**src/rtl/core/mvd_pkg.sv**
```systemverilog
// mvd_pkg: types, field widths and fixed constants of the magnetic vehicle detector
// no dependencies; imported by every module of the block
`default_nettype none

package mvd_pkg;

    localparam int FIELD_W    = 16;
    localparam int DEV_W      = 17;
    localparam int SQ_W       = 32;
    localparam int LVL_W      = 36;
    localparam int MAG_W      = 31;
    localparam int THRESH_W   = 30;
    localparam int CFG_IDX_W  = 2;
    localparam int CFG_DATA_W = 32;
    localparam int S_TDATA_W  = 48;
    localparam int M_TDATA_W  = 88;
    localparam int M_PAD_W    = M_TDATA_W - (1 + 3 * DEV_W + MAG_W);

    localparam int FIFO_DEPTH = 16;
    localparam int FIFO_AW    = $clog2(FIFO_DEPTH);

    // level / 5 done in two pieces: high 16 bits, then remainder with low 18 bits
    localparam int HI_W   = 16;
    localparam int LO_W   = 18;
    localparam int QA_W   = 14;
    localparam int T_W    = 21;
    localparam int Q2_W   = 18;
    localparam int HI_K   = 19;
    localparam int LO_K   = 24;
    localparam int HI_P_W = 33;
    localparam int LO_P_W = 43;
    localparam logic [16:0]      DIV5_HI_RCP = 17'd104858;
    localparam logic [21:0]      DIV5_LO_RCP = 22'd3355444;
    localparam logic [LVL_W-1:0] SAT_LEVEL   = 36'd10737418240;
    localparam logic [MAG_W-1:0] MAG_MAX     = 31'h7FFF_FFFF;

    localparam logic [THRESH_W-1:0] THRESH_RESET    = 30'd14400;
    localparam logic [MAG_W-1:0]    BAND_LOW_RESET  = 31'd2500;
    localparam logic [MAG_W-1:0]    BAND_HIGH_RESET = 31'd6400;

    localparam logic [CFG_IDX_W-1:0] REG_THRESHOLD = 2'd0;
    localparam logic [CFG_IDX_W-1:0] REG_BAND_LOW  = 2'd1;
    localparam logic [CFG_IDX_W-1:0] REG_BAND_HIGH = 2'd2;

    typedef enum logic [1:0] {
        STATUS_NORMAL = 2'd0,
        STATUS_STRONG = 2'd1,
        STATUS_BAND   = 2'd2,
        STATUS_CALIB  = 2'd3
    } result_code_t;

    typedef logic signed [DEV_W-1:0] dev_t;

    typedef struct packed {
        dev_t x;
        dev_t y;
        dev_t z;
    } dev3_t;

    typedef struct packed {
        logic valid;
        logic calib;
    } stage_t;

    typedef struct packed {
        logic accept;
        logic calib_in;
        logic det_done;
        logic cal_done;
        logic calib_a;
        logic valid_b;
        logic calib_b;
    } lane_ctl_t;

    typedef struct packed {
        result_code_t      status;
        logic              present;
        dev3_t             dev;
        logic [MAG_W-1:0]  magnitude;
    } result_t;

endpackage

`default_nettype wire

```
**src/rtl/core/mvd_lane.sv**
```systemverilog
// mvd_lane: one axis lane - group sums, average by reciprocal, offset, square
// depends on mvd_pkg
`default_nettype none

module mvd_lane
    import mvd_pkg::*;
#(
    parameter int DETECT_SAMPLES = 3,
    parameter int CALIB_SAMPLES  = 10
) (
    input  wire logic                     aclk,
    input  wire logic                     aresetn,
    input  wire lane_ctl_t                ctl,
    input  wire logic signed [FIELD_W-1:0] sample,
    output dev_t                          dev,
    output logic [SQ_W-1:0]               sq
);

    localparam int DET_SUM_W = FIELD_W + $clog2(DETECT_SAMPLES);
    localparam int CAL_SUM_W = FIELD_W + $clog2(CALIB_SAMPLES);
    localparam int ABS_W     = (DET_SUM_W > CAL_SUM_W) ? DET_SUM_W : CAL_SUM_W;
    localparam int GRP_W     = ABS_W + 1;
    localparam int DIV_K     = ABS_W + ABS_W - FIELD_W;
    localparam int RCP_W     = DIV_K + 1;
    localparam int PROD_W    = ABS_W + RCP_W;
    localparam logic [RCP_W-1:0] DET_RCP =
        RCP_W'(((64'd1 << DIV_K) + 64'(DETECT_SAMPLES - 1)) / 64'(DETECT_SAMPLES));
    localparam logic [RCP_W-1:0] CAL_RCP =
        RCP_W'(((64'd1 << DIV_K) + 64'(CALIB_SAMPLES - 1)) / 64'(CALIB_SAMPLES));

    logic signed [DET_SUM_W-1:0] det_sum_reg, det_sum_next, det_total;
    logic signed [CAL_SUM_W-1:0] cal_sum_reg, cal_sum_next, cal_total;
    logic signed [GRP_W-1:0]     grp_sum;
    logic [ABS_W-1:0]            grp_abs;
    logic [ABS_W-1:0]            abs_a_reg;
    logic                        neg_a_reg;
    logic [RCP_W-1:0]            rcp;
    logic [PROD_W-1:0]           prod;
    logic [FIELD_W-1:0]          quo_b_reg;
    logic                        neg_b_reg;
    logic signed [FIELD_W:0]     avg_full;
    logic signed [FIELD_W-1:0]   avg;
    logic signed [FIELD_W-1:0]   offset_reg, offset_next;
    dev_t                        dev_c_reg, dev_c_next, dev_d_reg;
    logic [FIELD_W-1:0]          dev_abs;
    logic [SQ_W-1:0]             sq_d_reg;

    always_comb begin
        det_total    = det_sum_reg + DET_SUM_W'(sample);
        cal_total    = cal_sum_reg + CAL_SUM_W'(sample);
        det_sum_next = det_sum_reg;
        cal_sum_next = cal_sum_reg;
        if (ctl.accept && !ctl.calib_in) begin
            det_sum_next = ctl.det_done ? '0 : det_total;
        end
        if (ctl.accept && ctl.calib_in) begin
            cal_sum_next = ctl.cal_done ? '0 : cal_total;
        end
        grp_sum = ctl.calib_in ? GRP_W'(cal_total) : GRP_W'(det_total);
        grp_abs = grp_sum[GRP_W-1] ? ABS_W'(-grp_sum) : ABS_W'(grp_sum);
    end

    // truncating average: |sum| * ceil(2^k / n) >> k, exact for this sum width
    assign rcp  = ctl.calib_a ? CAL_RCP : DET_RCP;
    assign prod = PROD_W'(abs_a_reg) * PROD_W'(rcp);

    always_comb begin
        avg_full    = neg_b_reg ? -$signed({1'b0, quo_b_reg}) : $signed({1'b0, quo_b_reg});
        avg         = avg_full[FIELD_W-1:0];
        dev_c_next  = ctl.calib_b ? DEV_W'(avg) : DEV_W'(avg) - DEV_W'(offset_reg);
        offset_next = (ctl.valid_b && ctl.calib_b) ? avg : offset_reg;
        dev_abs     = dev_c_reg[DEV_W-1] ? FIELD_W'(-dev_c_reg) : FIELD_W'(dev_c_reg);
    end

    always_ff @(posedge aclk) begin
        if (!aresetn) begin
            det_sum_reg <= '0;
            cal_sum_reg <= '0;
            offset_reg  <= '0;
        end else begin
            det_sum_reg <= det_sum_next;
            cal_sum_reg <= cal_sum_next;
            offset_reg  <= offset_next;
        end
    end

    always_ff @(posedge aclk) begin
        abs_a_reg <= grp_abs;
        neg_a_reg <= grp_sum[GRP_W-1];
        quo_b_reg <= prod[DIV_K +: FIELD_W];
        neg_b_reg <= neg_a_reg;
        dev_c_reg <= dev_c_next;
        dev_d_reg <= dev_c_reg;
        sq_d_reg  <= SQ_W'(dev_abs) * SQ_W'(dev_abs);
    end

    assign dev = dev_d_reg;
    assign sq  = sq_d_reg;

endmodule

`default_nettype wire

```
**config.mk**
```make
export PLATFORM = sky130hd
export DESIGN_NAME = mvd_lane
export DESIGN_NICKNAME = d
export VERILOG_FILES = /design/src/rtl/core/mvd_pkg.sv /design/src/rtl/core/mvd_lane.sv
export SDC_FILE = /design/constraint.sdc
export NUM_CORES = 1
export LEC_CHECK = 0
export BUFFER_PORTS_ARGS = -buffer_cell sky130_fd_sc_hd__clkbuf_2
export CAP_MARGIN = 20
export CORE_MARGIN = 2
export CORE_UTILIZATION = 60
export CTS_BUF_LIST = sky130_fd_sc_hd__clkbuf_16
export DETAILED_ROUTE_END_ITERATION = 10
export GPL_ROUTABILITY_DRIVEN = 0
export PLACE_DENSITY_LB_ADDON = 0.15
export SETUP_SLACK_MARGIN = 0.02
export SYNTH_ARGS = -nofsm -noshare
export SYNTH_HDL_FRONTEND = slang
export SYNTH_SLANG_ARGS = --single-unit
```
**constraint.sdc**
```tcl
create_clock -name aclk -period 10.6 [get_ports aclk]
set_input_delay 0.53 -clock aclk [delete_from_list [all_inputs] [get_ports aclk]]
set_output_delay 0.53 -clock aclk [all_outputs]
set_load 0.01 [all_outputs]
```
# Word-level counts from Yosys, hierarchy flattened

Cells that the tools add are included.

Register bits after elaboration: 158
Output and inout bits: 49
Word-level logic and storage cells: 30

Add/subtract/negate cells: 6
$mul: 2
Multiplexer cells: 8
Reductions and logical operators: 4

Operator list:

| cell              | number |
|---|---|
| $mul 20x23->40    | 1 |
| $mux 20           | 2 |
| $mul 16x16->32    | 1 |
| $mux 16           | 2 |
| $neg 16->16       | 2 |
| $mux 23           | 1 |
| $mux 21           | 1 |
| $add 20x16->20    | 1 |
| $neg 20->20       | 1 |
| $add 18x16->18    | 1 |
| $mux 18           | 1 |
| $mux 17           | 1 |
| $sub 16x16->17    | 1 |
| $logic_and 1x1->1 | 3 |
| $logic_not 1->1   | 1 |

# Depth between registers and ports, before layout

Word-level depth: 4
Depth in mapped cells: 32
Mapped depth without buffers: 30

# Worst setup path after synthesis

No wires, ideal clock.

Kind: register -> register
Start point: register dev_c_reg[0]
End point: register sq_d_reg[31], in the netlist sq[31]
Setup time: 0.072 ns
Arrival: 7.664 ns
Data required time: 10.528 ns
Path slack: 2.864 ns
Cell stages (with the launch flop): 29
Buffers on the path: 1
Period minus slack after synthesis: 7.736 ns
Cell sequence: dfxtp_1 clkinv_1 clkbuf_1 ha_1 nand2_1 o41ai_1 xor2_1 clkinv_1 nand2_1 fa_1 fa_1 inv_1 fa_1 fa_1 fa_1 inv_1 fa_1 inv_1 ha_1 a21o_1 a21o_1 a21oi_1 o21ai_0 o21a_1 a311o_1 a2111oi_0 o21bai_1 a21oi_1 xnor2_1

Longest elaborated chain between the ends: 3

RTL lines:

| item                   | RTL line       | RTL |
|---|---|---|
| from (decl)            | mvd_lane.sv:44 | `dev_t dev_c_reg, dev_c_next, dev_d_reg;` |
| from (signal assigned) | mvd_lane.sv:92 | `dev_c_reg <= dev_c_next;` |
| $neg 16->16            | mvd_lane.sv:72 | `dev_abs = dev_c_reg[DEV_W-1] ? FIELD_W'(-dev_c_reg) : FIELD_W'(dev_c_reg);` |
| $mux 16 (*)            | mvd_lane.sv:72 |  |
| $mul 16x16->32 (*)     | mvd_lane.sv:94 | `sq_d_reg <= SQ_W'(dev_abs) * SQ_W'(dev_abs);` |
| to (signal assigned)   | mvd_lane.sv:94 |  |
| to (decl)              | mvd_lane.sv:46 | `logic [SQ_W-1:0] sq_d_reg;` |

Every way passes the cells marked *; elsewhere a longest branch is shown, timed or not.
A chain may end at the register's enable or synchronous reset.

# Worst setup path after layout

Start point: register dev_c_reg[6]
End point: register sq_d_reg[31], in the netlist sq[31]

The elaborated chain is that of the path after synthesis.

==> impl_metrics.yaml <==
outcome:
  run_status: "finished, final reports clean"
synthesis:
  yosys-top-cells-area: "sky130_fd_sc_hd__fa_1, sky130_fd_sc_hd__ha_1, sky130_fd_sc_hd__dfxtp_1"
  asyncSetResetFlopFracSynth_pct: 0
  number_of_flops_mapped_to_enable_cells_by_yosys: 0
  mappedNetlistArea_um2: 22600
  synth.distinct_cells: 93
  synth-seq-cells: 156
  synthesis.yosys.warnings: 0
  synth_area_per_cell_um2: 9.13
  synth_top_cell_area_share_pct: 29.3
  post-synth-top-area-cell: "sky130_fd_sc_hd__fa_1"
  ys_dominant_reg_cell: "sky130_fd_sc_hd__dfxtp_1"
  synth_seq_area_share_pct: 13.8
  number_of_standard_cells_after_synthesis: 2478
clock_tree:
  ctsRootBufferMaster: "sky130_fd_sc_hd__clkbuf_16"
  postCtsSetupRepairBufs: 0
  cts_hold_repair.buffers: 0
  cts_repair_resize_count: 0
  clock_sinks: 156
  numCtsBuffers: 17
  worst_skew_pair.late_latency_ps: 440
  cts.clk_slew.worst_paths_ps: 70
  cts_tree: "yes"
  htree_num_levels: 4
  cts-root-to-sink-buffers: 2
global_routing:
  largest_net_degree_at_the_start_of_global_routing: 55
  grt_pass1_vias: 17500
  grt_usage_pct: 26.9
  grt.met2_usage_pct: 50.1
  use_met3_pct: 2.78
  grt_first_pass_wirelength_um: 83700
  global_route.peak_usage_layer: "met2"
  antenna_violations_before_repair: 0
  globalRouteMet1Util_pct: 32.2
  gr-total-overflow: 0
routing:
  drt_pre_antenna_iters: 7
  post-route-drc-count: 0
  drt-initial-drc-count: 818
  post_drt_via_cell_ratio: 5.46
  wl_um: 50000
  avgRoutedWirePerCell_um: 16.4
  vias: 16700
  postRouteAntennaNets: 0
worst_setup_path:
  cp.arrival_ps: 9280
  endpoint_kind: "flop"
  critical_path.max_fanout: 11
  cp_top_family: "adder cells"
  cp_data_required_time_ps: 10960
  worst_path_max_delay_cell: "sky130_fd_sc_hd__xnor2_1"
  cp_num_buf_inv: 4
  critical-path-top-cell-by-count: "sky130_fd_sc_hd__fa_1"
  r2r-start: "dev_c_reg[6]"
  timing.critical_path.slowest_cell_delay_ps: 720
  start_kind: "flop"
  ff2ff_setup_slack_ps: 1680
  worstSetupStartpoint: "dev_c_reg[6]"
  path_class: "reg -> reg"
placement:
  place.port_buffers: 72
  dp_hpwl_um: 42600
  placed_cells_incl_taps: 3017
floorplanning:
  floorplan.die.height_um: 198
  floorplan.initialDensity_pct: 60.5
  ios: 74
  die_w_um: 198
  fp-row-count: 71
  placeableCoreArea_um2: 37400
  fp.dieArea_um2: 39300
min_path:
  hp-start: "neg_a_reg"
  min_path_type: "reg -> reg"
timing:
  finalSetupTns_ps: 0
  fmax_ghz: 0.112
  timing.final.max_slew_violations: 0
  timing.final.setup_violations: 0
  worst-slew-pin-transition_ps: 1080
  hold_viol: 0
  final_worst_path_cycle_share_pct: 84.1
  rsz_0062_raised_after_global_routing: "false"
  period_minus_slack_ps: 8920
  post_route_clock_skew_ps: 8.71
  slew_headroom_pct: 27.5
flow_run:
  timing.max_cap.violations: 0
layout:
  number_of_flip_flops_in_the_largest_register: 31
  fill_cells: 3177
  fin_nets: 3184
  area_growth_pct: 6.00
  post_route_cells_drive_above_1_share_pct: 6.23
  final_cell_count_no_fill: 3050
-- cells in the mapped netlist, types with 5 or more instances --
master,instances
sky130_fd_sc_hd__o21a_1,18
sky130_fd_sc_hd__and3_1,6
sky130_fd_sc_hd__clkbuf_1,45
sky130_fd_sc_hd__o31ai_1,17
sky130_fd_sc_hd__mux2i_1,11
sky130_fd_sc_hd__nand2b_1,15
sky130_fd_sc_hd__a21o_1,39
sky130_fd_sc_hd__or3_1,12
sky130_fd_sc_hd__and2_1,21
sky130_fd_sc_hd__nand4_1,9
sky130_fd_sc_hd__ha_1,303
sky130_fd_sc_hd__o221ai_1,7
sky130_fd_sc_hd__nor2b_1,58
sky130_fd_sc_hd__fa_1,331
sky130_fd_sc_hd__nor3_1,28
sky130_fd_sc_hd__or4_1,5
sky130_fd_sc_hd__o21bai_1,15
sky130_fd_sc_hd__o211ai_2,5
sky130_fd_sc_hd__nor3b_1,12
sky130_fd_sc_hd__nand2_1,143
sky130_fd_sc_hd__xor2_1,53
sky130_fd_sc_hd__a31oi_1,7
sky130_fd_sc_hd__a21boi_0,6
sky130_fd_sc_hd__nor2_1,146
sky130_fd_sc_hd__o211ai_1,10
sky130_fd_sc_hd__a211oi_2,8
sky130_fd_sc_hd__buf_6,5
sky130_fd_sc_hd__o211a_1,11
sky130_fd_sc_hd__a21oi_1,98
sky130_fd_sc_hd__nand3_1,23
sky130_fd_sc_hd__or2_2,10
sky130_fd_sc_hd__a211oi_1,15
sky130_fd_sc_hd__a22oi_1,25
sky130_fd_sc_hd__xnor2_1,78
sky130_fd_sc_hd__inv_1,569
sky130_fd_sc_hd__dfxtp_1,156
sky130_fd_sc_hd__o31a_1,6
sky130_fd_sc_hd__o21ai_0,58
-- metal layers --
metal / vias up / part of all wire (%)
met2: 372 / 52
met1: 8174 / 42
met3: 109 / 3.5
met4: 0 / 3.1
met5: - / 0
li1: 8013 / -
-- worst register-to-register path: stages, from the launching register on --
cell	delay, ps
sky130_fd_sc_hd__dfxtp_1	340
sky130_fd_sc_hd__or4_1	610
sky130_fd_sc_hd__nor4_1	320
sky130_fd_sc_hd__nand2b_1	170
sky130_fd_sc_hd__o31a_1	270
sky130_fd_sc_hd__xnor2_1	720
sky130_fd_sc_hd__clkinv_1	560
sky130_fd_sc_hd__nand2_1	230
sky130_fd_sc_hd__fa_1	450
sky130_fd_sc_hd__fa_1	500
sky130_fd_sc_hd__inv_1	60
sky130_fd_sc_hd__fa_1	510
sky130_fd_sc_hd__fa_1	430
sky130_fd_sc_hd__fa_1	540
sky130_fd_sc_hd__inv_1	50
sky130_fd_sc_hd__fa_1	530
sky130_fd_sc_hd__inv_1	40
sky130_fd_sc_hd__ha_1	350
sky130_fd_sc_hd__a21o_1	200
sky130_fd_sc_hd__a21o_1	170
sky130_fd_sc_hd__a21oi_1	170
sky130_fd_sc_hd__o21ai_0	140
sky130_fd_sc_hd__o21a_1	180
sky130_fd_sc_hd__a311o_1	410
sky130_fd_sc_hd__a2111oi_0	430
sky130_fd_sc_hd__o21bai_1	130
sky130_fd_sc_hd__a21oi_1	190
sky130_fd_sc_hd__xnor2_1	140
-- logic make-up after synthesis --
family	Yosys count	share of synthesized area, %
compound gates	399	12.5
xor+xnor	134	5.29
fa+ha+maj	634	46.0
buf+inv	633	10.9
flops	156	13.8
mux	12	0.553
other cells	2	0.0332
simple gates	508	10.9
-- final timing paths --
path	to	depth (start not counted)
worst max-delay path	sq[31]	27
worst min-delay path	neg_b_reg	0
worst max register to register	sq[31]	27
worst min register to register	neg_b_reg	0
-- stage by stage --
step | setup WS, ps | utilization (%) | cell area [µm²] | hold WS [ps]
after floorplan | 2860 | - | 22700 | 310
after global placement | 2150 | 62.6 | 23400 | 316
after detailed placement | 1850 | 62.6 | 23400 | 313
after CTS | 1790 | 64.1 | 24000 | 329
after global routing | 1080 | 64.1 | 24000 | 335
final | 1680 | 64.1 | 24000 | 329
-- layout by cell type (no fill, tap or decap), types with 17 or more instances in the layout --
master,count
sky130_fd_sc_hd__a21o_1,39
sky130_fd_sc_hd__a21oi_1,98
sky130_fd_sc_hd__a22oi_1,25
sky130_fd_sc_hd__and2_1,21
sky130_fd_sc_hd__clkbuf_16,17
sky130_fd_sc_hd__clkbuf_2,72
sky130_fd_sc_hd__dfxtp_1,156
sky130_fd_sc_hd__fa_1,331
sky130_fd_sc_hd__ha_1,303
sky130_fd_sc_hd__inv_1,569
sky130_fd_sc_hd__nand2_1,143
sky130_fd_sc_hd__nand3_1,23
sky130_fd_sc_hd__nor2_1,146
sky130_fd_sc_hd__nor2b_1,58
sky130_fd_sc_hd__nor3_1,28
sky130_fd_sc_hd__o21a_1,18
sky130_fd_sc_hd__o21ai_0,58
sky130_fd_sc_hd__o31ai_1,17
sky130_fd_sc_hd__xnor2_1,78
sky130_fd_sc_hd__xor2_1,53
-- area by class of cell --
type	count	area (µm²)	share of cell area (%)
flip-flops and latches	156	3120	13.0
well taps	511	639	2.67
clock inverters	15	163	0.678
clock buffers	17	425	1.77
diodes	1	2.50	0.0104
multi-input cells	1698	17100	71.2
repair buffers	79	413	1.72
inverters	573	2150	8.97
Power is not shown: default switching activity piles up to over one toggle a cycle in this logic, so the estimate is an artifact.
