--- config.mk ---
export PLATFORM = sky130hd
export DESIGN_NAME = mvd_merge
export DESIGN_NICKNAME = d
export VERILOG_FILES = /design/src/rtl/core/mvd_pkg.sv /design/src/rtl/core/mvd_merge.sv
export SDC_FILE = /design/constraint.sdc
export NUM_CORES = 1
export LEC_CHECK = 0
export ABC_AREA = 0
export BUFFER_PORTS_ARGS = -buffer_cell sky130_fd_sc_hd__buf_2
export CELL_PAD_IN_SITES_DETAIL_PLACEMENT = 1
export CELL_PAD_IN_SITES_GLOBAL_PLACEMENT = 2
export CORE_MARGIN = 2
export CORE_UTILIZATION = 40
export CTS_BUF_LIST = sky130_fd_sc_hd__clkbuf_2
export CTS_CLUSTER_SIZE = 12
export DETAILED_ROUTE_END_ITERATION = 6
export PLACE_DENSITY = 0.88
export SYNTH_ARGS = -nofsm -noshare
export SYNTH_HDL_FRONTEND = slang
export SYNTH_SLANG_ARGS = --single-unit
--- constraint.sdc ---
create_clock -name aclk -period 7.3 [get_ports aclk]
set_input_delay 1.095 -clock aclk [delete_from_list [all_inputs] [get_ports aclk]]
set_output_delay 1.095 -clock aclk [all_outputs]
set_load 0.1 [all_outputs]
--- src/rtl/core/mvd_pkg.sv ---
// mvd_pkg: types, field widths and fixed constants of the magnetic vehicle detector
// no dependencies; imported by every module of the block
`default_nettype none

package mvd_pkg;

    localparam int FIELD_W    = 16;
    localparam int DEV_W      = 17;
    localparam int SQ_W       = 32;
    localparam int LVL_W      = 36;
    localparam int MAG_W      = 31;
    localparam int THRESH_W   = 30;
    localparam int CFG_IDX_W  = 2;
    localparam int CFG_DATA_W = 32;
    localparam int S_TDATA_W  = 48;
    localparam int M_TDATA_W  = 88;
    localparam int M_PAD_W    = M_TDATA_W - (1 + 3 * DEV_W + MAG_W);

    localparam int FIFO_DEPTH = 16;
    localparam int FIFO_AW    = $clog2(FIFO_DEPTH);

    // level / 5 done in two pieces: high 16 bits, then remainder with low 18 bits
    localparam int HI_W   = 16;
    localparam int LO_W   = 18;
    localparam int QA_W   = 14;
    localparam int T_W    = 21;
    localparam int Q2_W   = 18;
    localparam int HI_K   = 19;
    localparam int LO_K   = 24;
    localparam int HI_P_W = 33;
    localparam int LO_P_W = 43;
    localparam logic [16:0]      DIV5_HI_RCP = 17'd104858;
    localparam logic [21:0]      DIV5_LO_RCP = 22'd3355444;
    localparam logic [LVL_W-1:0] SAT_LEVEL   = 36'd10737418240;
    localparam logic [MAG_W-1:0] MAG_MAX     = 31'h7FFF_FFFF;

    localparam logic [THRESH_W-1:0] THRESH_RESET    = 30'd14400;
    localparam logic [MAG_W-1:0]    BAND_LOW_RESET  = 31'd2500;
    localparam logic [MAG_W-1:0]    BAND_HIGH_RESET = 31'd6400;

    localparam logic [CFG_IDX_W-1:0] REG_THRESHOLD = 2'd0;
    localparam logic [CFG_IDX_W-1:0] REG_BAND_LOW  = 2'd1;
    localparam logic [CFG_IDX_W-1:0] REG_BAND_HIGH = 2'd2;

    typedef enum logic [1:0] {
        STATUS_NORMAL = 2'd0,
        STATUS_STRONG = 2'd1,
        STATUS_BAND   = 2'd2,
        STATUS_CALIB  = 2'd3
    } result_code_t;

    typedef logic signed [DEV_W-1:0] dev_t;

    typedef struct packed {
        dev_t x;
        dev_t y;
        dev_t z;
    } dev3_t;

    typedef struct packed {
        logic valid;
        logic calib;
    } stage_t;

    typedef struct packed {
        logic accept;
        logic calib_in;
        logic det_done;
        logic cal_done;
        logic calib_a;
        logic valid_b;
        logic calib_b;
    } lane_ctl_t;

    typedef struct packed {
        result_code_t      status;
        logic              present;
        dev3_t             dev;
        logic [MAG_W-1:0]  magnitude;
    } result_t;

endpackage

`default_nettype wire

--- src/rtl/core/mvd_merge.sv ---
// mvd_merge: combines the lane squares into the weighted level, divides by 5,
// saturates and classifies; depends on mvd_pkg
`default_nettype none

module mvd_merge
    import mvd_pkg::*;
(
    input  wire logic                 aclk,
    input  wire logic                 aresetn,
    input  wire stage_t               stage_d,
    input  wire dev3_t                dev_d,
    input  wire logic [SQ_W-1:0]      sq_x,
    input  wire logic [SQ_W-1:0]      sq_y,
    input  wire logic [SQ_W-1:0]      sq_z,
    input  wire logic [THRESH_W-1:0]  thresh,
    input  wire logic [MAG_W-1:0]     band_low,
    input  wire logic [MAG_W-1:0]     band_high,
    output logic                      push,
    output result_t                   res
);

    stage_t              stage_e_reg, stage_f_reg, stage_g_reg, stage_h_reg;
    dev3_t               dev_e_reg, dev_f_reg, dev_g_reg, dev_h_reg;
    logic [LVL_W-1:0]    sq_xy, lvl;
    logic                sat_e_reg, sat_f_reg, sat_g_reg;
    logic [HI_W-1:0]     a_e_reg, a_f_reg;
    logic [LO_W-1:0]     b_e_reg, b_f_reg;
    logic [HI_P_W-1:0]   prod_hi;
    logic [QA_W-1:0]     qa_f_reg, qa_g_reg;
    logic [HI_W-1:0]     rem_hi;
    logic [T_W-1:0]      t_g_reg, t_g_next;
    logic [LO_P_W-1:0]   prod_lo;
    logic [Q2_W-1:0]     q2;
    logic [MAG_W-1:0]    mag_h_reg, mag_h_next;
    logic                above, over_twice, in_band;

    always_comb begin
        sq_xy    = LVL_W'(sq_x) + LVL_W'(sq_y);
        lvl      = sq_xy * LVL_W'(3) + LVL_W'(sq_z) * LVL_W'(9);
        prod_hi  = HI_P_W'(a_e_reg) * HI_P_W'(DIV5_HI_RCP);
        rem_hi   = a_f_reg - HI_W'(qa_f_reg) * HI_W'(5);
        t_g_next = {rem_hi[2:0], b_f_reg};
        prod_lo  = LO_P_W'(t_g_reg) * LO_P_W'(DIV5_LO_RCP);
        q2       = prod_lo[LO_K +: Q2_W];
        // below saturation the high quotient stays under 2^13
        mag_h_next = sat_g_reg ? MAG_MAX : {qa_g_reg[QA_W-2:0], q2};
    end

    always_ff @(posedge aclk) begin
        if (!aresetn) begin
            stage_e_reg <= '0;
            stage_f_reg <= '0;
            stage_g_reg <= '0;
            stage_h_reg <= '0;
        end else begin
            stage_e_reg <= stage_d;
            stage_f_reg <= stage_e_reg;
            stage_g_reg <= stage_f_reg;
            stage_h_reg <= stage_g_reg;
        end
    end

    always_ff @(posedge aclk) begin
        dev_e_reg <= dev_d;
        dev_f_reg <= dev_e_reg;
        dev_g_reg <= dev_f_reg;
        dev_h_reg <= dev_g_reg;
        sat_e_reg <= (lvl >= SAT_LEVEL);
        a_e_reg   <= lvl[LO_W +: HI_W];
        b_e_reg   <= lvl[LO_W-1:0];
        sat_f_reg <= sat_e_reg;
        a_f_reg   <= a_e_reg;
        b_f_reg   <= b_e_reg;
        qa_f_reg  <= prod_hi[HI_K +: QA_W];
        sat_g_reg <= sat_f_reg;
        qa_g_reg  <= qa_f_reg;
        t_g_reg   <= t_g_next;
        mag_h_reg <= mag_h_next;
    end

    always_comb begin
        above      = mag_h_reg > MAG_W'(thresh);
        over_twice = mag_h_reg > {thresh, 1'b0};
        in_band    = (mag_h_reg > band_low) && (mag_h_reg < band_high);
        res.dev    = dev_h_reg;
        if (stage_h_reg.calib) begin
            res.status    = STATUS_CALIB;
            res.present   = 1'b0;
            res.magnitude = '0;
        end else begin
            res.present   = above;
            res.magnitude = mag_h_reg;
            if (in_band) begin
                res.status = STATUS_BAND;
            end else if (above && over_twice) begin
                res.status = STATUS_STRONG;
            end else begin
                res.status = STATUS_NORMAL;
            end
        end
    end

    assign push = stage_h_reg.valid;

endmodule

`default_nettype wire

### After elaboration in Yosys (flattened, before gate mapping)

Index checks and enable logic that the tools add are counted.

* $add $sub $neg: 3
* $mul: 5
* order comparisons: 5
* multiplexer cells: 4
* reduce and logical (&&, ||, !) cells: 2

Operator list (count)
* > comparator 31 bit: 2
* multiplier 21 x 20 -> 40 bit, second input constant: 1
* adder 35 x 36 -> 36 bit: 1
* >= comparator 36 x 34 -> 1 bit, second input constant: 1
* multiplier 32 x 4 -> 36 bit, second input constant: 1
* multiplier 33 x 2 -> 35 bit, second input constant: 1
* adder 32 x 32 -> 33 bit: 1
* multiplier 16 x 16 -> 32 bit, second input constant: 1
* > comparator 31 x 30 -> 1 bit: 1
* less-than comparator 31 bit: 1
* 2-to-1 mux 31 bit: 1
* multiplier 14 x 3 -> 3 bit, second input constant: 1
* 2-to-1 mux 3 bit: 1
* subtractor 3 bit: 1
* logical AND 1 bit: 2
* 2-to-1 mux 2 bit: 1
* 2-to-1 mux 1 bit: 1

* flip-flop bits (word level): 349
* bits of input ports: 243
* output and inout port bits: 86
* word-level logic and storage cells: 50

### Longest topological paths before layout

Gate-level depths: netlist (run 1).

* depth after elaboration: 5
* depth in mapped cells: 28
* mapped depth without buffers: 28

### Worst setup path after synthesis (run 1)

No wires, ideal clock.

* path kind: input to register
* start: input port sq_x[6]
* end: register sat_e_reg
* library setup time: 0.122 ns
* data arrival time: 6.545 ns
* required time: 7.178 ns
* setup slack: 0.633 ns
* cell stages on the path: 25
* buffers on the path: 0
* path through: ha_1 > a21o_1 > a211o_1 > o21a_1 > a21o_1 > a31o_2 > a21oi_1 > o21ba_2 > xnor2_1 > inv_1 > fa_1 > inv_1 > ha_1 > inv_1 > fa_1 > inv_1 > ha_1 > o21a_1 > a211oi_2 > a21boi_2 > a31o_1 > a21o_1 > and4_4 > or3_1 > a221o_1

* word-level cells in the longest chain between the ends: 4

RTL lines
* start, declared: line mvd_merge.sv:12 `input wire logic [SQ_W-1:0] sq_x,`
* adder 32 x 32 -> 33 bit: line mvd_merge.sv:38 `sq_xy = LVL_W'(sq_x) + LVL_W'(sq_y);`
* multiplier 33 x 2 -> 35 bit: line mvd_merge.sv:39 `lvl = sq_xy * LVL_W'(3) + LVL_W'(sq_z) * LVL_W'(9);`
* adder 35 x 36 -> 36 bit: line mvd_merge.sv:39
* >= comparator 36 x 34 -> 1 bit: line mvd_merge.sv:68 `sat_e_reg <= (lvl >= SAT_LEVEL);`
* end signal, assigned: line mvd_merge.sv:68
* end, declared: line mvd_merge.sv:25 `logic sat_e_reg, sat_f_reg, sat_g_reg;`

No other way between the ends.
A chain may end at the register's enable or synchronous reset.

### Worst setup path in the final report (run 1)

* start: register t_g_reg[1]
* end: register mag_h_reg[14]

* word-level cells in the longest chain between the ends: 1

RTL lines
* start, declared: line mvd_merge.sv:31 `logic [T_W-1:0] t_g_reg, t_g_next;`
* start signal, assigned: line mvd_merge.sv:77 `t_g_reg <= t_g_next;`
* multiplier 21 x 20 -> 40 bit: line mvd_merge.sv:43 `prod_lo = LO_P_W'(t_g_reg) * LO_P_W'(DIV5_LO_RCP);`
* end signal, assigned: line mvd_merge.sv:78 `mag_h_reg <= mag_h_next;`
* end, declared: line mvd_merge.sv:34 `logic [MAG_W-1:0] mag_h_reg, mag_h_next;`

No other way between the ends.

==> reports/metrics.yaml, run 1 <==
status: "finished, final reports clean"
gr-total-overflow: 0
clk_pin_slew_worst_paths_ns: 0.11
die_x_um: 266
wl_per_cell_um: 16.8
antenna_left: 0
ios: 329
reg2reg_from: "t_g_reg[1]$_DFF_P_"
finalMaxSlewViolations: 0
r2r_setup_slack_ns: 0.56
gr-usage-met2: 0.363
cts_tree: "done"
whs_ns: 0.222
hold_path_class: "in2reg"
seq_area_mm2: 0.00697
period_needed_ns: 6.74
ys_ff_latch: 348
yosysWarnings: 0
dp.final_hpwl_mm: 59.6
clock-root-buffer: "clkbuf_2"
use_met1: 0.226
synth_area_mm2: 0.0274
hold_end: "dev_e_reg[29]$_DFF_P_"
grt_max_degree: 35
finalClockSkew_ns: 0.0796
worst_slew_pin_slew_ns: 1.08
cpPeakStageDelay_ns: 0.66
cap_violations: 0
crit_path_start_kind: "register"
cts.repair.resized: 0
clk_latency_ns: 0.94
async_flop_share: 0
setup_violations: 0
hold_buffers: 0
fmax_ghz: 0.148
relSlewSlack: 0.262
initial_core_util: 0.405
syn_area_per_cell_um2: 10.2
io_buffers: 328
r2r_cells: 21
die_h_um: 266
worstPathArrival_ns: 7.56
postCtsSetupBuffers: 0
cp_common_cell: "fa_1"
route.detailed.drc: 0
vias_per_cell: 4.84
fillers: 7787
multi_input_area_mm2: 0.0179
vias: 19400
drt_first_pass_iters: 5
numCtsBuffers: 81
grt_pass1_vias: 22400
drive_gt1_frac: 0.162
syn_nets: 3755
slowest_stage: "fa_1"
die_area_mm2: 0.0705
core_mm2: 0.0675
finalCritPeriodShare: 0.923
endpoint_kind: "register"
drt_iter0_drc: 527
synth_edf_count: 0
syn-instance-count: 2672
synth.distinct_cells: 68
hold_start: "dev_d[29]"
grt_pass1_wl_mm: 110
crit_type: "reg2reg"
synth_ff_type: "dfxtp_1"
grt_util_all_layers: 0.194
ys_seq_area_frac: 0.255
drt_wl_total_mm: 67.3
layout_commonest_cell: "inv_1"
grt_antenna_before_repair: 3
r2r_end: "mag_h_reg[14]$_SDFF_PP1_"
dp.cells: 3878
crit_fanout: 4
mostFrequentLayoutCells: "inv_1, ha_1, dfxtp_1"
area_growth_pct: 12.9
nets: 4171
use_met3: 0.0278
grt-busiest-layer: "met2"
crit_chain: "ha_1 > fa_1 > inv_1 > fa_1 > inv_1 > fa_1 > fa_1 > fa_1 > fa_1 > ha_1 > nand2_1 > nor4_2 > buf_4 > o211ai_1 > o21ai_1 > buf_4 > o31ai_1 > a21oi_1 > a21bo_2 > a211o_1 > a21o_1"
holdPathStages: 1
finalHoldViolations: 0
crit_path_start: "t_g_reg[1]$_DFF_P_"
worstPathRequired_ns: 8.13
rows: 95
clkSinkCount: 348
gp_congestion: 0.893
finalNonFillerCells: 4014
rsz0062_at_grt: "false"
clockBufferDepth: 3
htree_levels: 3
how the worst max path moves through the flow:
stage	endpoint
6_report	mag_h_reg[14]$_SDFF_PP1_
5_1_grt	mag_h_reg[17]$_SDFF_PP1_
4_1_cts	mag_h_reg[14]$_SDFF_PP1_
3_5_place_dp	sat_e_reg$_DFF_P_
3_3_place_gp	sat_e_reg$_DFF_P_
2_1_floorplan	sat_e_reg$_DFF_P_
cells by family after synthesis:
group,after synthesis,share of synthesized area
compound gates,391,0.0933
simple gates,325,0.0627
buf+inv,665,0.0921
fa+ha+maj,840,0.464
flops,348,0.255
xor+xnor,103,0.0330
area by class of cell:
type | instances | area share
multi-input combinational | 1659 | 0.579
sequential | 348 | 0.226
inverter | 646 | 0.0785
timing repair buffer | 352 | 0.0590
tap | 873 | 0.0354
clock buffer | 118 | 0.0191
clock inverter | 16 | 0.00344
antenna | 2 | 0.000162
critical path: cells and delay by family, from the launching register on:
| family | cells | cell delay [ns] |
|---|---|---|
| compound gates | 7 | 1.59 |
| flops | 1 | 0.42 |
| buf+inv | 4 | 0.44 |
| fa+ha+maj | 8 | 4.00 |
| simple gates | 2 | 0.22 |
per-layer routing:
layer | share of wire | up-vias
met3 | 0.035 | 98
met1 | 0.43 | 9418
li1 | - | 9528
met2 | 0.51 | 371
met5 | 0 | -
met4 | 0.025 | 0
cells in the mapped netlist, drive strengths merged, types with 3 or more instances:
master     n  share of area
a211oi    10         0.0031
and3       8         0.0019
nand3     27         0.0049
a21o      77          0.021
ha       547           0.25
o22ai      3        0.00069
a21oi    117          0.021
a221o      3         0.0011
clkbuf    16         0.0030
o211ai     6         0.0016
a21boi     6         0.0018
fa       293           0.21
xnor2     65          0.021
or3        7         0.0016
a31oi     13         0.0030
inv      646          0.089
dfxtp    348           0.25
xor2      38          0.012
nor4      10         0.0025
and2      16         0.0037
a2111oi    7         0.0025
o21a      19         0.0052
and4       4         0.0014
buf        3        0.00055
or2       16         0.0037
a311oi     6         0.0019
o31ai     12         0.0033
o21ai     70          0.013
a211o      6         0.0020
nor2      60         0.0082
nor3      12         0.0022
a31o       4         0.0013
nor2b     47          0.011
o21bai    13         0.0036
nand4     41         0.0094
nand2b    17         0.0039
nand2     57         0.0078
through the flow:
step                      cell area [um2]  utilization  setup WS (ns)  TNS [ns]
final                               30900        0.458          0.564         0
after global routing                30900        0.458          0.209         0
after CTS                           30900        0.457          0.507         0
after detailed placement            30200        0.447         -0.113    -0.113
after global placement              30200        0.447         0.0364         0
after floorplan                     27400            -          0.633         0
Power of run 1 is not shown: default switching activity piles up to over one toggle a cycle in this logic, so the estimate is an artifact.
==> run 2, diff against run 1 <==
--- a/config.mk
+++ b/config.mk
@@ -14,7 +14,7 @@
 export CTS_BUF_LIST = sky130_fd_sc_hd__clkbuf_2
 export CTS_CLUSTER_SIZE = 12
 export DETAILED_ROUTE_END_ITERATION = 6
-export PLACE_DENSITY = 0.88
+export PLACE_DENSITY_LB_ADDON = 0.1
 export SYNTH_ARGS = -nofsm -noshare
 export SYNTH_HDL_FRONTEND = slang
 export SYNTH_SLANG_ARGS = --single-unit
==> run 2 against run 1 <==
  * Core utilization up 0.42 points
  * Final area is 0.91% higher
  * Maximum frequency up 1.3%
  * Clock skew is 0.047 ns higher
  * Highest routed layer is now met5
  * Sequential share of layout area is 0.20 points lower
  * Register-to-register slack improved by 0.08 ns
  * Final cell count is 0.70% higher
  * Global-route usage increased by 0.78 points
  * Via count fell by 0.22%
  * Hold slack worse by 0.050 ns
  * Count of clock-buffer cells in the layout did not move
==> reports/metrics.yaml, run 2 (same netlist as run 1, synthesis figures left out) <==
postLayoutSetupSlackWorst_ns: 0.648  # +0.0841 ns
setup_violations: 0  # unchanged
dp.final_hpwl_mm: 60.3  # +1.0%
clockBufferDepth: 3  # unchanged
mostFrequentLayoutCells: "inv_1, ha_1, dfxtp_1"
route.detailed.drc: 0  # unchanged
drt_first_pass_iters: 4  # -1
clk_latency_ns: 1.02  # +0.08 ns
crit_chain: "ha_1 > fa_1 > inv_1 > fa_1 > inv_1 > fa_1 > fa_1 > fa_1 > fa_1 > ha_1 > nand2_1 > nor4_2 > buf_4 > o211ai_1 > o21ai_1 > o31ai_1 > buf_4 > o21ba_2 > o31ai_1 > xnor2_1 > nand2b_1"
crit_path_start_kind: "register"
ios: 329  # unchanged
gp_congestion: 0.882  # -1.2%
setup_tns_ns: 0  # unchanged
drt_wl_total_mm: 69.1  # +2.6%
cap_violations: 0  # unchanged
io_buffers: 328  # unchanged
period_needed_ns: 6.65  # -0.0841 ns
worst_slew_pin_slew_ns: 0.925  # -0.154 ns
critPathTopFamily: "adder cells"
drt_iter0_drc: 391  # -26%
layout_commonest_cell: "inv_1"
slowest_stage: "fa_1"
postCtsSetupBuffers: 0  # unchanged
clkSinkCount: 348  # unchanged
htree_levels: 3  # unchanged
finalMaxSlewViolations: 0  # unchanged
rsz0062_at_grt: "false"
wl_per_cell_um: 17.1  # +1.9%
cp_common_cell: "fa_1"
die_h_um: 266  # unchanged
hold_path_class: "in2reg"
hold_start: "dev_d[48]"
vias: 19400  # -0.22%
cts_tree: "done"
gr-total-overflow: 0  # unchanged
initial_core_util: 0.405  # unchanged
drive_gt1_frac: 0.164  # +0.00151
finalClockSkew_ns: 0.127  # +0.0472 ns
nets: 4195  # +0.58%
clock-root-buffer: "clkbuf_2"
crit_fanout: 4  # unchanged
grt_pass1_wl_mm: 113  # +2.6%
reg2reg_from: "t_g_reg[5]$_DFF_P_"
crit_type: "reg2reg"
die_area_mm2: 0.0705  # unchanged
whs_ns: 0.172  # -0.0496 ns
grt_antenna_before_repair: 4  # +1
area_growth_pct: 13.9
status: "finished, final reports clean"
antenna_left: 0  # unchanged
crit_buf_inv: 4  # unchanged
endpoint_kind: "register"
rows: 95  # unchanged
worstPathArrival_ns: 7.53  # -0.03 ns
grt_max_degree: 35  # unchanged
grt_util_all_layers: 0.202  # +0.00783
worstPathRequired_ns: 8.18  # +0.05 ns
cpPeakStageDelay_ns: 0.67  # about the same
finalCritPeriodShare: 0.911  # -0.0115
core_mm2: 0.0675  # unchanged
die_x_um: 266  # unchanged
relSlewSlack: 0.367  # +0.106
numCtsBuffers: 87  # +7.4%
vias_per_cell: 4.79  # -0.91%
clk_pin_slew_worst_paths_ns: 0.12  # about the same
finalHoldViolations: 0  # unchanged
place_ws_ns: -0.254  # -0.141 ns
fmax_ghz: 0.150  # +1.3%
crit_path_start: "t_g_reg[5]$_DFF_P_"
grt_pass1_vias: 22300  # -0.47%
-- run 2: final cells by class --
type	instances	area, um2
Antenna cell	4	10.0
Clock buffer	118	591
Clock inverter	24	204
Fill cell	7801	36300
Inverter	646	2420
Multi-Input combinational cell	1659	17900
Sequential cell	348	6970
Tap cell	873	1090
Timing Repair Buffer	370	2000
-- run 2: repair_timing --
action                    4_1_cts  5_1_grt
hold endpoints to repair       17        0
resized for setup               0        0
hold buffers                   17        0
-- run 2: per-layer routing --
metal / up-vias / share of wire / track usage
li1: 9570 / - / -
met1: 9375 / 0.42 / 0.235
met2: 328 / 0.52 / 0.377
met3: 97 / 0.040 / 0.0341
met4: 2 / 0.023 / 0.0572
met5: - / 0.00020 / 0
-- run 2: stage by stage --
step | util | area [um2] | std cells
final | 0.462 | 31200 | 4042
after global routing | 0.462 | 31200 | 4041
after CTS | 0.462 | 31200 | 4038
after detailed placement | 0.447 | 30200 | 3879
after global placement | 0.447 | 30200 | 3879
after floorplan | - | 27400 | 2672
-- run 2: final timing paths --
| kind | end | slack [ns] | cells past startpoint |
|---|---|---|---|
| worst max register to register | mag_h_reg[12]$_SDFF_PP1_ | 0.65 | 21 |
| worst max-delay path | mag_h_reg[12]$_SDFF_PP1_ | 0.65 | 21 |
| worst min-delay path | dev_e_reg[48]$_DFF_P_ | 0.17 | 1 |
| worst min register to register | res[52]$_DFF_P_ | 0.23 | 0 |
Power of run 2 is left out for the same reason.
